## config.mk

```make
export PLATFORM = sky130hd
export DESIGN_NAME = eopg_index
export DESIGN_NICKNAME = d
export VERILOG_FILES = /design/src/hdl/eopg_pkg.sv /design/src/hdl/eopg_index.sv
export SDC_FILE = /design/constraint.sdc
export NUM_CORES = 1
export LEC_CHECK = 0
export ABC_AREA = 1
export BUFFER_PORTS_ARGS = -buffer_cell sky130_fd_sc_hd__clkbuf_2
export CAP_MARGIN = 0
export CELL_PAD_IN_SITES_DETAIL_PLACEMENT = 0
export CELL_PAD_IN_SITES_GLOBAL_PLACEMENT = 1
export CORE_ASPECT_RATIO = 1.75
export CORE_MARGIN = 10
export CORE_UTILIZATION = 45
export DETAILED_ROUTE_END_ITERATION = 12
export PLACE_DENSITY = 0.9
export SETUP_SLACK_MARGIN = 0.02
export SYNTH_ARGS = -nofsm -noshare
export SYNTH_HDL_FRONTEND = slang
export SYNTH_SLANG_ARGS = --single-unit
```

## constraint.sdc

```tcl
create_clock -name clk -period 5.11 [get_ports clk]
set_clock_uncertainty 0.15 [all_clocks]
set_input_delay 0.2555 -clock clk [delete_from_list [all_inputs] [get_ports clk]]
set_output_delay 0.2555 -clock clk [all_outputs]
set_load 0.01 [all_outputs]
```

## src/hdl/eopg_pkg.sv

```systemverilog
// Shared types, constants and the sine table generator of the elliptic orbit phase generator.
package eopg_pkg;

	// Angle units: 1/128 degree, one turn is 46080 units
	localparam int unsigned TURN_UNITS    = 46080;
	localparam int unsigned QUARTER_UNITS = 11520;

	// pi/2 in Q30, argument scale of the table series
	localparam longint unsigned HALF_PI_Q30 = 64'd1686629713;

	// Field widths
	localparam int ANGLE_W  = 16;
	localparam int RADIUS_W = 16;
	localparam int POS_W    = 24;
	localparam int TRIG_W   = 15;   // table magnitude, Q1.15 without sign
	localparam int REM_W    = 14;   // remainder inside one quadrant
	localparam int CFG_IDX_W  = 3;
	localparam int CFG_DATA_W = 24;

	// Pipeline stages; the last one is the output register
	localparam int NUM_STAGES = 9;
	localparam int STG_LOAD   = 1;  // accumulators advanced, center picked
	localparam int STG_WRAP   = 2;  // angle reduced, cosine phase formed
	localparam int STG_QUAD   = 3;  // quadrant and remainder
	localparam int STG_SCALE  = 4;  // remainder scaled by table depth
	localparam int STG_RECIP  = 5;  // reciprocal multiply
	localparam int STG_ADDR   = 6;  // quotient correction, quadrant mirror
	localparam int STG_ROM    = 7;  // table read
	localparam int STG_MULT   = 8;  // radius times trig
	localparam int STG_OUT    = 9;  // round, add center, saturate

	typedef logic [ANGLE_W-1:0]          angle_t;
	typedef logic signed [POS_W-1:0]     pos_t;
	typedef logic [RADIUS_W-1:0]         radius_t;
	typedef logic signed [TRIG_W+1:0]    trig_t;
	typedef logic [NUM_STAGES:1]         stage_vec_t;

	localparam angle_t QUARTER_ANGLE = angle_t'(QUARTER_UNITS);
	localparam angle_t HALF_ANGLE    = angle_t'(2 * QUARTER_UNITS);
	localparam angle_t TRIPLE_ANGLE  = angle_t'(3 * QUARTER_UNITS);

	// Configuration register indexes
	typedef enum logic [CFG_IDX_W-1:0] {
		REG_ORBIT_STEP = 3'd0,
		REG_SPIN_STEP  = 3'd1,
		REG_RADIUS_A   = 3'd2,
		REG_RADIUS_B   = 3'd3,
		REG_CENTER_X   = 3'd4,
		REG_CENTER_Z   = 3'd5
	} reg_index_t;

	typedef struct packed {
		logic use_given_center;
		pos_t given_center_x;
		pos_t given_center_z;
	} in_item_t;

	typedef struct packed {
		pos_t   pos_x;
		pos_t   pos_z;
		angle_t orbit_angle_out;
		angle_t spin_angle_out;
	} out_item_t;

	typedef struct packed {
		angle_t  orbit_step;
		angle_t  spin_step;
		radius_t radius_a;
		radius_t radius_b;
		pos_t    center_x;
		pos_t    center_z;
	} cfg_t;

	// Per-transaction data that rides along the pipeline
	typedef struct packed {
		angle_t orbit;
		angle_t spin;
		pos_t   cx;
		pos_t   cz;
	} side_t;

	// sin(x) for x in Q30 radians, Taylor series to x^17, rounded to Q15
	function automatic logic [TRIG_W-1:0] series_sine(input longint unsigned x);
		longint unsigned x2;
		longint unsigned term;
		longint          sum;
		longint unsigned q;
		x2   = (x * x) >> 30;
		term = x;
		sum  = longint'(x);
		term = ((term * x2) >> 30) / 6;
		sum  = sum - longint'(term);
		term = ((term * x2) >> 30) / 20;
		sum  = sum + longint'(term);
		term = ((term * x2) >> 30) / 42;
		sum  = sum - longint'(term);
		term = ((term * x2) >> 30) / 72;
		sum  = sum + longint'(term);
		term = ((term * x2) >> 30) / 110;
		sum  = sum - longint'(term);
		term = ((term * x2) >> 30) / 156;
		sum  = sum + longint'(term);
		term = ((term * x2) >> 30) / 210;
		sum  = sum - longint'(term);
		term = ((term * x2) >> 30) / 272;
		sum  = sum + longint'(term);
		if (sum < 0) begin
			sum = 0;
		end
		q = (unsigned'(sum) + 64'd16384) >> 15;
		series_sine = (q > 64'd32767) ? 15'd32767 : q[TRIG_W-1:0];
	endfunction

endpackage

```

## src/hdl/eopg_index.sv

```systemverilog
// Angle to quarter-wave table address: quadrant split and division by a reciprocal.
module eopg_index #(
	parameter  int SINE_TABLE_DEPTH = 1024,
	localparam int ADDR_W = $clog2(SINE_TABLE_DEPTH + 1)
) (
	input  logic                  clk,
	input  eopg_pkg::stage_vec_t  stage_en,
	input  eopg_pkg::angle_t      angle_s2,
	output logic [ADDR_W-1:0]     addr_s6,
	output logic                  neg_s6
);

	// index = (rem * DEPTH + quarter/2) / quarter; quarter = 45 * 256, so
	// drop 8 bits first, then divide by 45 with a reciprocal and one fix-up
	localparam int NUM_W       = $clog2(eopg_pkg::QUARTER_UNITS * (SINE_TABLE_DEPTH + 1));
	localparam int PRE_SHIFT   = 8;
	localparam int QUOT_DIV    = eopg_pkg::QUARTER_UNITS / (1 << PRE_SHIFT);
	localparam int M_W         = NUM_W - PRE_SHIFT;
	localparam int RECIP_SHIFT = M_W + $clog2(QUOT_DIV);
	localparam int PROD_W      = M_W + RECIP_SHIFT;
	localparam longint unsigned RECIP = (64'd1 << RECIP_SHIFT) / QUOT_DIV;

	logic [1:0]                quad_s3, quad_s4, quad_s5;
	logic [eopg_pkg::REM_W-1:0] rem_s3;
	logic [M_W-1:0]            m_s4, m_s5;
	logic [PROD_W-1:0]         prod_s5;

	logic [1:0]                quad;
	eopg_pkg::angle_t          base, diff;
	logic [NUM_W-1:0]          num;
	logic [ADDR_W-1:0]         q0, idx, addr;
	logic [M_W-1:0]            back, resid;

	// Quadrant by compare against the quarter boundaries
	always_comb begin
		if (angle_s2 >= eopg_pkg::TRIPLE_ANGLE) begin
			quad = 2'd3;
			base = eopg_pkg::TRIPLE_ANGLE;
		end else if (angle_s2 >= eopg_pkg::HALF_ANGLE) begin
			quad = 2'd2;
			base = eopg_pkg::HALF_ANGLE;
		end else if (angle_s2 >= eopg_pkg::QUARTER_ANGLE) begin
			quad = 2'd1;
			base = eopg_pkg::QUARTER_ANGLE;
		end else begin
			quad = 2'd0;
			base = '0;
		end
		diff = angle_s2 - base;
	end

	// Scaled numerator with round-half bias
	always_comb begin
		num = NUM_W'(rem_s3) * NUM_W'(SINE_TABLE_DEPTH) + NUM_W'(eopg_pkg::QUARTER_UNITS / 2);
	end

	// Reciprocal estimate is exact or one low; one compare corrects it
	always_comb begin
		q0    = prod_s5[RECIP_SHIFT +: ADDR_W];
		back  = M_W'(q0) * M_W'(QUOT_DIV);
		resid = m_s5 - back;
		idx   = (resid >= M_W'(QUOT_DIV)) ? q0 + ADDR_W'(1) : q0;
		addr  = quad_s5[0] ? ADDR_W'(SINE_TABLE_DEPTH) - idx : idx;
	end

	always_ff @(posedge clk) begin
		if (stage_en[eopg_pkg::STG_QUAD]) begin
			quad_s3 <= quad;
			rem_s3  <= diff[eopg_pkg::REM_W-1:0];
		end
		if (stage_en[eopg_pkg::STG_SCALE]) begin
			quad_s4 <= quad_s3;
			m_s4    <= num[NUM_W-1:PRE_SHIFT];
		end
		if (stage_en[eopg_pkg::STG_RECIP]) begin
			quad_s5 <= quad_s4;
			m_s5    <= m_s4;
			prod_s5 <= PROD_W'(m_s4) * PROD_W'(RECIP);
		end
		if (stage_en[eopg_pkg::STG_ADDR]) begin
			addr_s6 <= addr;
			neg_s6  <= quad_s5[1];
		end
	end

endmodule

```

==> impl_metrics.env, run 1 <==
export IMPL_htree_levels=3
export IMPL_clock_path_buffers=2
export IMPL_synth_mux_area_frac=0
export IMPL_critPathMaxStageDelay_ps=540
export IMPL_fin_cells=1378
export IMPL_netlist_instances=974
export IMPL_rows=68
export IMPL_fin_crit_sh=1.01
export IMPL_routed_wl_um=23400
export IMPL_synth_edff_count=71
export IMPL_synthTopCellsByArea="edfxtp_1 (24%), ha_1 (21%), fa_1 (20%), inv_1 (10%), nand2_1 (6.4%)"
export IMPL_place_area_um2=10100
export IMPL_failed_checks="negative setup slack"
export IMPL_grt_total_usage=0.177
export IMPL_first_pass_iters=5
export IMPL_synth_xor_area_share=0.0568
export IMPL_grt_overflow=0
export IMPL_final_common_cell="inv_1"
export IMPL_cts_sinks=71
export IMPL_dieArea_um2=26200
export IMPL_grt_pass1_wl_um=36200
export IMPL_area_growth_pct=28.1
export IMPL_viasPerCell=5.14
export IMPL_design_area_um2=11500
export IMPL_maxCapViolations=0
export IMPL_fin_crit_ps=5160
export IMPL_grt_pass1_vias=7735
export IMPL_die_height_um=207
export IMPL_path_max_fanout=3
export IMPL_yosysSeqAreaShare=0.238
export IMPL_die_w_um=127
export IMPL_fin_ws_ps=-47.6
export IMPL_antenna_left=0
export IMPL_wl_per_cell_um=16.9
export IMPL_hold_class="in -> reg"
export IMPL_critPathMostFrequentCell="fa_1"
export IMPL_final_cell_mix="inv_1 (231), nand2_1 (117), ha_1 (113)"
export IMPL_gp_congestion=0.935
export IMPL_syn_nets=1239
export IMPL_cts_made_buffers=9
export IMPL_status="finished with violations"
export IMPL_synth_top_family_by_area="adder cells"
export IMPL_dp_cells=1337
export IMPL_hpwl_um=18900
export IMPL_synth_top_area_frac=0.238
export IMPL_io_pins=38
export IMPL_cp_data_arrival_time_ps=5100
export IMPL_final_setup_tns_ps=-47.6
export IMPL_clkLatencyLatePin_ps=350
export IMPL_yosys_warnings=0
export IMPL_synth_compound_area_frac=0.0515
export IMPL_critPathTopFamily="adder cells"
export IMPL_async_flop_share=0
export IMPL_n_antenna_cell=0
export IMPL_slowest_stage="fa_1"
export IMPL_worstPathCellList="buf_4 -> ha_4 -> inv_1 -> fa_1 -> inv_1 -> fa_1 -> fa_1 -> fa_1 -> fa_1 -> ha_4 -> nand2_4 -> buf_4 -> o21ai_0 -> a21oi_1 -> nand3_2 -> nand2_2 -> o311ai_4 -> xor2_1"
export IMPL_critPathCaptureType="flop"
export IMPL_synth_simple_area_share=0.139
export IMPL_cts_root_buffer="clkbuf_16"
export IMPL_synth_area_per_cell_um2=9.20
export IMPL_required_ps=5060
export IMPL_start_kind="flop"
export IMPL_synth_adder_area_share=0.408
export IMPL_layout_nets=1393
export IMPL_drive_above_1_share=0.280
export IMPL_drt_iter0_drc=238
export IMPL_clk_pin_slew_ps=60
export IMPL_maxSlewHeadroom=0.500
export IMPL_cts_tree="done"
export IMPL_tightest_slew_ps=743
export IMPL_rsz0062_at_grt="yes"
export IMPL_grt_max_degree=28
export IMPL_synthFlopType="edfxtp_1"
export IMPL_drc_errors=0
export IMPL_antenna_found_initial=0
export IMPL_vias=7087
export IMPL_ys_seq_elements=71
export IMPL_maxSlewViolCount=0
export IMPL_fillers=1574
export IMPL_io_buffers=32
export IMPL_synth_area_um2=8960
export IMPL_setup_viol=1
export IMPL_yosys_area_top_type="edfxtp_1"
export IMPL_max_freq_mhz=194
export IMPL_hold_violations=0
export IMPL_initial_utilization=0.456
export IMPL_crit_type="reg -> reg"
export IMPL_core_area_um2=19700
export IMPL_critPathBufInv=4
export IMPL_synth_cell_type_count=40
[sequential cells by signal (all words and copies together), names as in the netlist]
name / cells
m_s5: 14
quad_s4: 2
m_s4: 14
quad_s3: 2
quad_s5: 2
rem_s3: 14
addr_s6: 11
neg_s6: 1
prod_s5: 11
[routing by layer]
metal,vias to the layer above,routed length (µm),share of wire,GRT usage
met3,100,724,0.031,0.0289
met2,184,13400,0.57,0.363
met4,0,2250,0.096,0.148
met5,-,0,0,0
li1,3410,-,-,-
met1,3393,6960,0.30,0.135
[metrics by stage]
| step | hold slack, ps | setup slack [ps] | utilization |
|---|---|---|---|
| 4_1_cts | 138 | 0.375 | 0.555 |
| 2_1_floorplan | 204 | 18.4 | - |
| 5_1_grt | 202 | -200 | 0.584 |
| 3_3_place_gp | 250 | -126 | 0.515 |
| 3_5_place_dp | 263 | -209 | 0.515 |
| 6_report | 136 | -47.6 | 0.584 |
[kinds of logic after synthesis]
family          after synthesis
buf+inv                     251
simple gates                276
flops                        71
compound gates               81
xor+xnor                     56
fa+ha+maj                   239
[layout make-up]
class	count	area (µm²)	share of cell area
clock buffers	11	233	0.0203
clock inverters	5	35.0	0.00305
inverters	249	935	0.0814
multi-input cells	652	6780	0.591
flip-flops and latches	71	2130	0.186
well taps	245	307	0.0267
repair buffers	145	1060	0.0922
[Yosys cell counts, types with 6 or more instances]
master and n:
ha_1 150, fa_1 89, xor2_1 36, nand2_1 152, inv_1 244, o21bai_1 6, o21ai_0 19, a21oi_1 37
nor2_1 35, edfxtp_1 71, nand4_1 16, nand3_1 30, nor3_1 11, nand2_2 14, xnor2_1 19
[tightest hold or removal path, cell delays in order]
cell and delay (ps):
clkbuf_2 80, inv_1 40, o21ai_0 130
[repair_timing]
action                                  4_1_cts  5_1_grt
endpoints found under the hold margin         8        0
hold buffers                                  8        0
endpoints found under the setup margin       17       20
gates resized for setup                      55      119
buffers inserted                              9        9
pin swaps                                    42       76
cloned                                        0        0
[worst paths after layout]
path | from | to | slack [ps] | depth (start not counted)
hold reg to reg | quad_s5[1] | neg_s6 | 280 | 0
hold / removal | angle_s2[15] | quad_s3[1] | 140 | 3
setup reg to reg | m_s4[8] | prod_s5[32] | -50 | 18
setup / recovery | m_s4[8] | prod_s5[32] | -50 | 18
Power of run 1 is left out: the tool's default activity adds up to more than one toggle a clock period on the data nets, which glitch-free logic cannot reach.
==> inputs of run 2 (changes only) <==
--- a/config.mk
+++ b/config.mk
@@ -15,7 +15,7 @@
 export CORE_UTILIZATION = 45
 export DETAILED_ROUTE_END_ITERATION = 12
 export PLACE_DENSITY = 0.9
-export SETUP_SLACK_MARGIN = 0.02
+export SETUP_SLACK_MARGIN = 0.4
 export SYNTH_ARGS = -nofsm -noshare
 export SYNTH_HDL_FRONTEND = slang
 export SYNTH_SLANG_ARGS = --single-unit
==> impl_metrics.env, run 2 (same netlist as run 1, synthesis figures left out) <==
export IMPL_status="finished with violations"
export IMPL_failed_checks="negative setup slack"
export IMPL_clk_pin_slew_ps=60
export IMPL_max_freq_mhz=194
export IMPL_fin_crit_ps=5150
export IMPL_hold_violations=0
export IMPL_cts_sinks=71
export IMPL_cts_made_buffers=9
export IMPL_wl_per_cell_um=17.1
export IMPL_critPathMaxStageDelay_ps=530
export IMPL_viasPerCell=5.18
export IMPL_area_growth_pct=29.7
export IMPL_critPathTopFamily="adder cells"
export IMPL_r2r_setup_slack_ps=-40
export IMPL_hpwl_um=18800
export IMPL_setup_viol=1
export IMPL_vias=7111
export IMPL_start_kind="flop"
export IMPL_fin_crit_sh=1.01
export IMPL_clkLatencyLatePin_ps=350
export IMPL_die_height_um=207
export IMPL_antenna_left=0
export IMPL_routed_wl_um=23400
export IMPL_die_w_um=127
export IMPL_drc_errors=0
export IMPL_drt_iter0_drc=272
export IMPL_gp_congestion=0.912
export IMPL_required_ps=5070
export IMPL_io_buffers=32
export IMPL_initial_utilization=0.456
export IMPL_n_antenna_cell=0
export IMPL_maxSlewHeadroom=0.519
export IMPL_grt_pass1_wl_um=36600
export IMPL_reg_top3="m_s4 (14), m_s5 (14), rem_s3 (14)"
export IMPL_rows=68
export IMPL_htree_levels=3
export IMPL_path_max_fanout=8
export IMPL_maxCapViolations=0
export IMPL_maxSlewViolCount=0
export IMPL_grt_total_usage=0.177
export IMPL_dieArea_um2=26200
export IMPL_critPathBufInv=5
export IMPL_crit_type="reg -> reg"
export IMPL_grt_overflow=0
export IMPL_slowest_stage="edfxtp_1"
export IMPL_grt_max_degree=28
export IMPL_drive_above_1_share=0.288
export IMPL_fin_ws_ps=-44.2
export IMPL_cts_root_buffer="clkbuf_16"
export IMPL_hold_class="in -> reg"
export IMPL_antenna_found_initial=0
export IMPL_cts_tree="done"
export IMPL_final_common_cell="inv_1"
export IMPL_final_cell_mix="inv_1 (225), ha_1 (118), nand2_1 (114)"
export IMPL_tightest_slew_ps=722
export IMPL_critPathCaptureType="flop"
export IMPL_io_pins=38
export IMPL_first_pass_iters=4
export IMPL_core_area_um2=19700
export IMPL_fin_hold_ws_ps=158
export IMPL_rsz0062_at_grt="yes"
export IMPL_grt_pass1_vias=7723
export IMPL_cp_data_arrival_time_ps=5110
export IMPL_clock_path_buffers=2
export IMPL_layout_nets=1387
==> run 2: cell count changes in the layout (fill, tap and decap cells not counted), sizes merged <==
cell and delta:
buf -6, inv +8, clkbuf -2, clkinvlp -1
clkinv -5
==> run 2: through the flow <==
step	worst slack [ps]	setup TNS (ps)	instances	area [µm²]	util
floorplan	296	0	974	9370	-
CTS	15.8	0	1349	11100	0.564
global route	-261	-2030	1372	11600	0.591
global placement	-39.6	-64.4	1307	10300	0.522
finish	-44.2	-44.2	1372	11600	0.591
detailed placement	-127	-542	1307	10300	0.522
==> run 2: worst reg2reg max path, stage by stage (launching register included) <==
cell and delay [ps]:
edfxtp_1 530, ha_4 320, xor2_1 160, ha_1 200
o21bai_2 190, fa_1 490, inv_1 50, fa_1 490
inv_2 50, ha_4 260, nand2_1 100, inv_1 50
a21oi_2 190, nand3b_1 110, nand2_2 90, nand4_4 130
nor2_4 210, nand3_4 150, buf_12 180, nand2_4 70
nand2_4 80, nor2_4 170, nand3_2 120, nand2_1 110
nand3_1 130, nand2_1 100, inv_1 40
==> run 2: final timing paths <==
check,start,to,cells past startpoint
worst max-delay path,prod_s5[27],addr_s6[6],26
worst min-delay path,angle_s2[15],quad_s3[1],3
worst max register to register,prod_s5[27],addr_s6[6],26
worst min register to register,quad_s5[1],neg_s6,0
==> run 2: what timing repair did <==
| action | CTS | global route |
|---|---|---|
| pin swaps | 53 | 65 |
| endpoints found under the setup margin | 21 | 21 |
| hold buffers | 8 | 0 |
| gates resized for setup | 76 | 77 |
| buffers inserted | 18 | 23 |
| endpoints found under the hold margin | 8 | 0 |
| cloned | 0 | 0 |
==> run 2: cell type report <==
type	count	area [µm²]
fill	1570	8030
multi-input combinational	652	6870
sequential	71	2130
timing repair buffer	139	1080
inverter	249	945
tap	245	307
clock buffer	9	225
clock inverter	7	68.8
==> run 2: per-layer routing <==
layer  wire [µm]  track usage
met2       13400        0.355
met5           0            0
met4        2300        0.162
met1        7090        0.139
met3         612       0.0243
Power of run 2 is left out for the same reason.
==> inputs of run 3 (changes only) <==
--- a/config.mk
+++ b/config.mk
@@ -5,16 +5,15 @@
 export SDC_FILE = /design/constraint.sdc
 export NUM_CORES = 1
 export LEC_CHECK = 0
-export ABC_AREA = 1
 export BUFFER_PORTS_ARGS = -buffer_cell sky130_fd_sc_hd__clkbuf_2
 export CAP_MARGIN = 0
 export CELL_PAD_IN_SITES_DETAIL_PLACEMENT = 0
 export CELL_PAD_IN_SITES_GLOBAL_PLACEMENT = 1
 export CORE_ASPECT_RATIO = 1.75
 export CORE_MARGIN = 10
-export CORE_UTILIZATION = 45
+export CORE_UTILIZATION = 35
 export DETAILED_ROUTE_END_ITERATION = 12
-export PLACE_DENSITY = 0.9
+export PLACE_DENSITY = 0.74
 export SETUP_SLACK_MARGIN = 0.4
 export SYNTH_ARGS = -nofsm -noshare
 export SYNTH_HDL_FRONTEND = slang
==> constraint.sdc (replaced) <==
create_clock -name clk -period 5.11 [get_ports clk]
set_clock_uncertainty 0.15 [all_clocks]
set_input_delay 0.2555 -clock clk [delete_from_list [all_inputs] [get_ports clk]]
set_output_delay 0.2555 -clock clk [all_outputs]
set_load 0.05 [all_outputs]
==> impl_metrics.env, run 3 <==
export IMPL_wl_per_cell_um=15.4
export IMPL_fillers=2227
export IMPL_grt_max_degree=28
export IMPL_io_buffers=32
export IMPL_grtUsageMet3=0.0214
export IMPL_max_freq_mhz=175
export IMPL_synth_area_per_cell_um2=10.5
export IMPL_grt_overflow=0
export IMPL_dieArea_um2=31900
export IMPL_htree_levels=3
export IMPL_drt_iter0_drc=205
export IMPL_synth_area_um2=8710
export IMPL_r2r_start="prod_s5[25]"
export IMPL_top_usage_layer="met2"
export IMPL_initial_utilization=0.354
export IMPL_clk_pin_slew_ps=60
export IMPL_r2r_end="addr_s6[6]"
export IMPL_clkLatencyLatePin_ps=350
export IMPL_cts_tree="done"
export IMPL_final_common_cell="inv_1"
export IMPL_status="finished with violations"
export IMPL_start_kind="flop"
export IMPL_maxSlewHeadroom=0.585
export IMPL_first_pass_iters=4
export IMPL_grt_use_met1=0.115
export IMPL_area_growth_pct=33.5
export IMPL_synth_cell_type_count=67
export IMPL_fin_crit_ps=5720
export IMPL_critPathTopFamily="adder cells"
export IMPL_final_cell_mix="inv_1 (174), buf_4 (143), ha_1 (120)"
export IMPL_critPathBufInv=8
export IMPL_cp_data_arrival_time_ps=5660
export IMPL_tightest_slew_ps=622
export IMPL_yosysMostFrequentCell="inv_1"
export IMPL_yosys_area_top_type="edfxtp_1"
export IMPL_setup_viol=18
export IMPL_synth_edff_count=71
export IMPL_io_pins=38
export IMPL_vias=6489
export IMPL_synth_top_area_frac=0.245
export IMPL_syn_nets=1094
export IMPL_yosys_warnings=0
export IMPL_synth_common_cells="inv_1 (186), ha_1 (150), fa_1 (89)"
export IMPL_n_antenna_cell=0
export IMPL_rsz0062_at_grt="yes"
export IMPL_required_ps=5060
export IMPL_drc_errors=0
export IMPL_async_flop_share=0
export IMPL_rows=76
export IMPL_die_w_um=139
export IMPL_dp_slack_ps=-870
export IMPL_failed_checks="negative setup slack"
export IMPL_synthTopCellsByArea="edfxtp_1 (24%), ha_1 (22%), fa_1 (20%), inv_1 (8.0%), xnor2_1 (5.1%)"
export IMPL_critPathMostFrequentCell="buf_6"
export IMPL_reg_top3="m_s4 (14), m_s5 (14), rem_s3 (14)"
export IMPL_clock_path_buffers=2
export IMPL_hp_start="angle_s2[15]"
export IMPL_final_setup_tns_ps=-5750
export IMPL_hpwl_um=17900
export IMPL_yosysSeqAreaShare=0.245
export IMPL_maxSlewViolCount=0
export IMPL_hold_depth=3
export IMPL_whs_endpoint="quad_s3[0]"
export IMPL_critPathCaptureType="flop"
export IMPL_critPathMaxStageDelay_ps=480
export IMPL_fin_ws_ps=-605
export IMPL_cts_sinks=71
export IMPL_ys_seq_elements=71
export IMPL_slowest_stage="fa_1"
export IMPL_antenna_found_initial=0
export IMPL_die_height_um=229
export IMPL_grt_use_met2=0.269
export IMPL_r2r_setup_slack_ps=-610
export IMPL_r2r_cells=27
export IMPL_path_max_fanout=4
export IMPL_hold_violations=0
export IMPL_grt_pass1_wl_um=34100
export IMPL_viasPerCell=4.80
export IMPL_crit_type="reg -> reg"
export IMPL_fin_crit_sh=1.12
export IMPL_antenna_left=0
export IMPL_gp_congestion=0.941
export IMPL_maxCapViolations=0
export IMPL_core_area_um2=24600
export IMPL_netlist_instances=829
export IMPL_layout_nets=1301
export IMPL_startpoint="prod_s5[25]"
export IMPL_routed_wl_um=20800
export IMPL_cts_made_buffers=9
export IMPL_synthFlopType="edfxtp_1"
export IMPL_cts_root_buffer="clkbuf_16"
export IMPL_hold_class="in -> reg"
export IMPL_grt_total_usage=0.133
export IMPL_grt_pass1_vias=7025
export IMPL_drive_above_1_share=0.308
## run 3: changes by cell type in the layout (fill, tap and decap cells not counted), sizes merged, moves of 6 or more
cell,delta
buf,+70
a21oi,-15
nand4,-12
xor2,-21
nand3,-18
nand2,-134
o211a,+6
xnor2,+31
inv,-67
a21o,+17
## run 3: logic make-up after synthesis
| kind of cell | synth area share |
|---|---|
| AOI/OAI and AO/OA | 0.0978 |
| and+or+nand+nor | 0.0781 |
| xor gates and xnor gates | 0.0663 |
| DFF | 0.245 |
| adders and majority gates | 0.420 |
| muxes | 0.00488 |
| buffers and inverters | 0.0883 |
## run 3: worst min-delay path, cell delays in order
cell,delay (ps)
clkbuf_2,90
nand2_1,90
nand2_1,70
## run 3: worst max-delay path by stage
stage                             end  slack [ps]  cells after the start
after floorplan           addr_s6[10]        -640                     24
after global placement    addr_s6[10]        -730                     22
after detailed placement  addr_s6[10]        -870                     22
after CTS                 addr_s6[10]        -590                     25
after global routing       addr_s6[6]        -830                     27
final                      addr_s6[6]        -610                     27
## run 3: layout make-up
cell class	count	area, µm²	area share
Timing Repair Buffer	209	1640	0.141
Sequential cell	71	2130	0.183
Multi-Input combinational cell	559	6490	0.558
Inverter	186	698	0.0600
Clock inverter	7	56.3	0.00484
Tap cell	312	390	0.0336
Clock buffer	9	225	0.0194
## run 3: what timing repair did
| item | in CTS | in global routing |
|---|---|---|
| hold buffers | 8 | 0 |
| pin swaps | 36 | 49 |
| buffers inserted | 21 | 16 |
| endpoints found under the hold margin | 8 | 0 |
| endpoints found under the setup margin | 22 | 22 |
| resized for setup | 59 | 40 |
| gates cloned | 1 | 0 |
## run 3: metal layers
| layer | routed length [µm] | vias to the layer above | part of all wire |
|---|---|---|---|
| met3 | 451 | 58 | 0.022 |
| li1 | - | 3181 | - |
| met2 | 12200 | 103 | 0.58 |
| met1 | 6760 | 3147 | 0.32 |
| met5 | 0 | - | 0 |
| met4 | 1450 | 0 | 0.070 |
## run 3: per-stage QoR
step                utilization  hold WS [ps]  area, µm²  cells
finish                    0.472           115      11600   1353
global route              0.472           136      11600   1353
CTS                       0.460           102      11300   1337
detailed placement        0.426           255      10500   1291
global placement          0.426           256      10500   1291
floorplan                     -           204       9040    829
Power of run 3 is left out for the same reason.
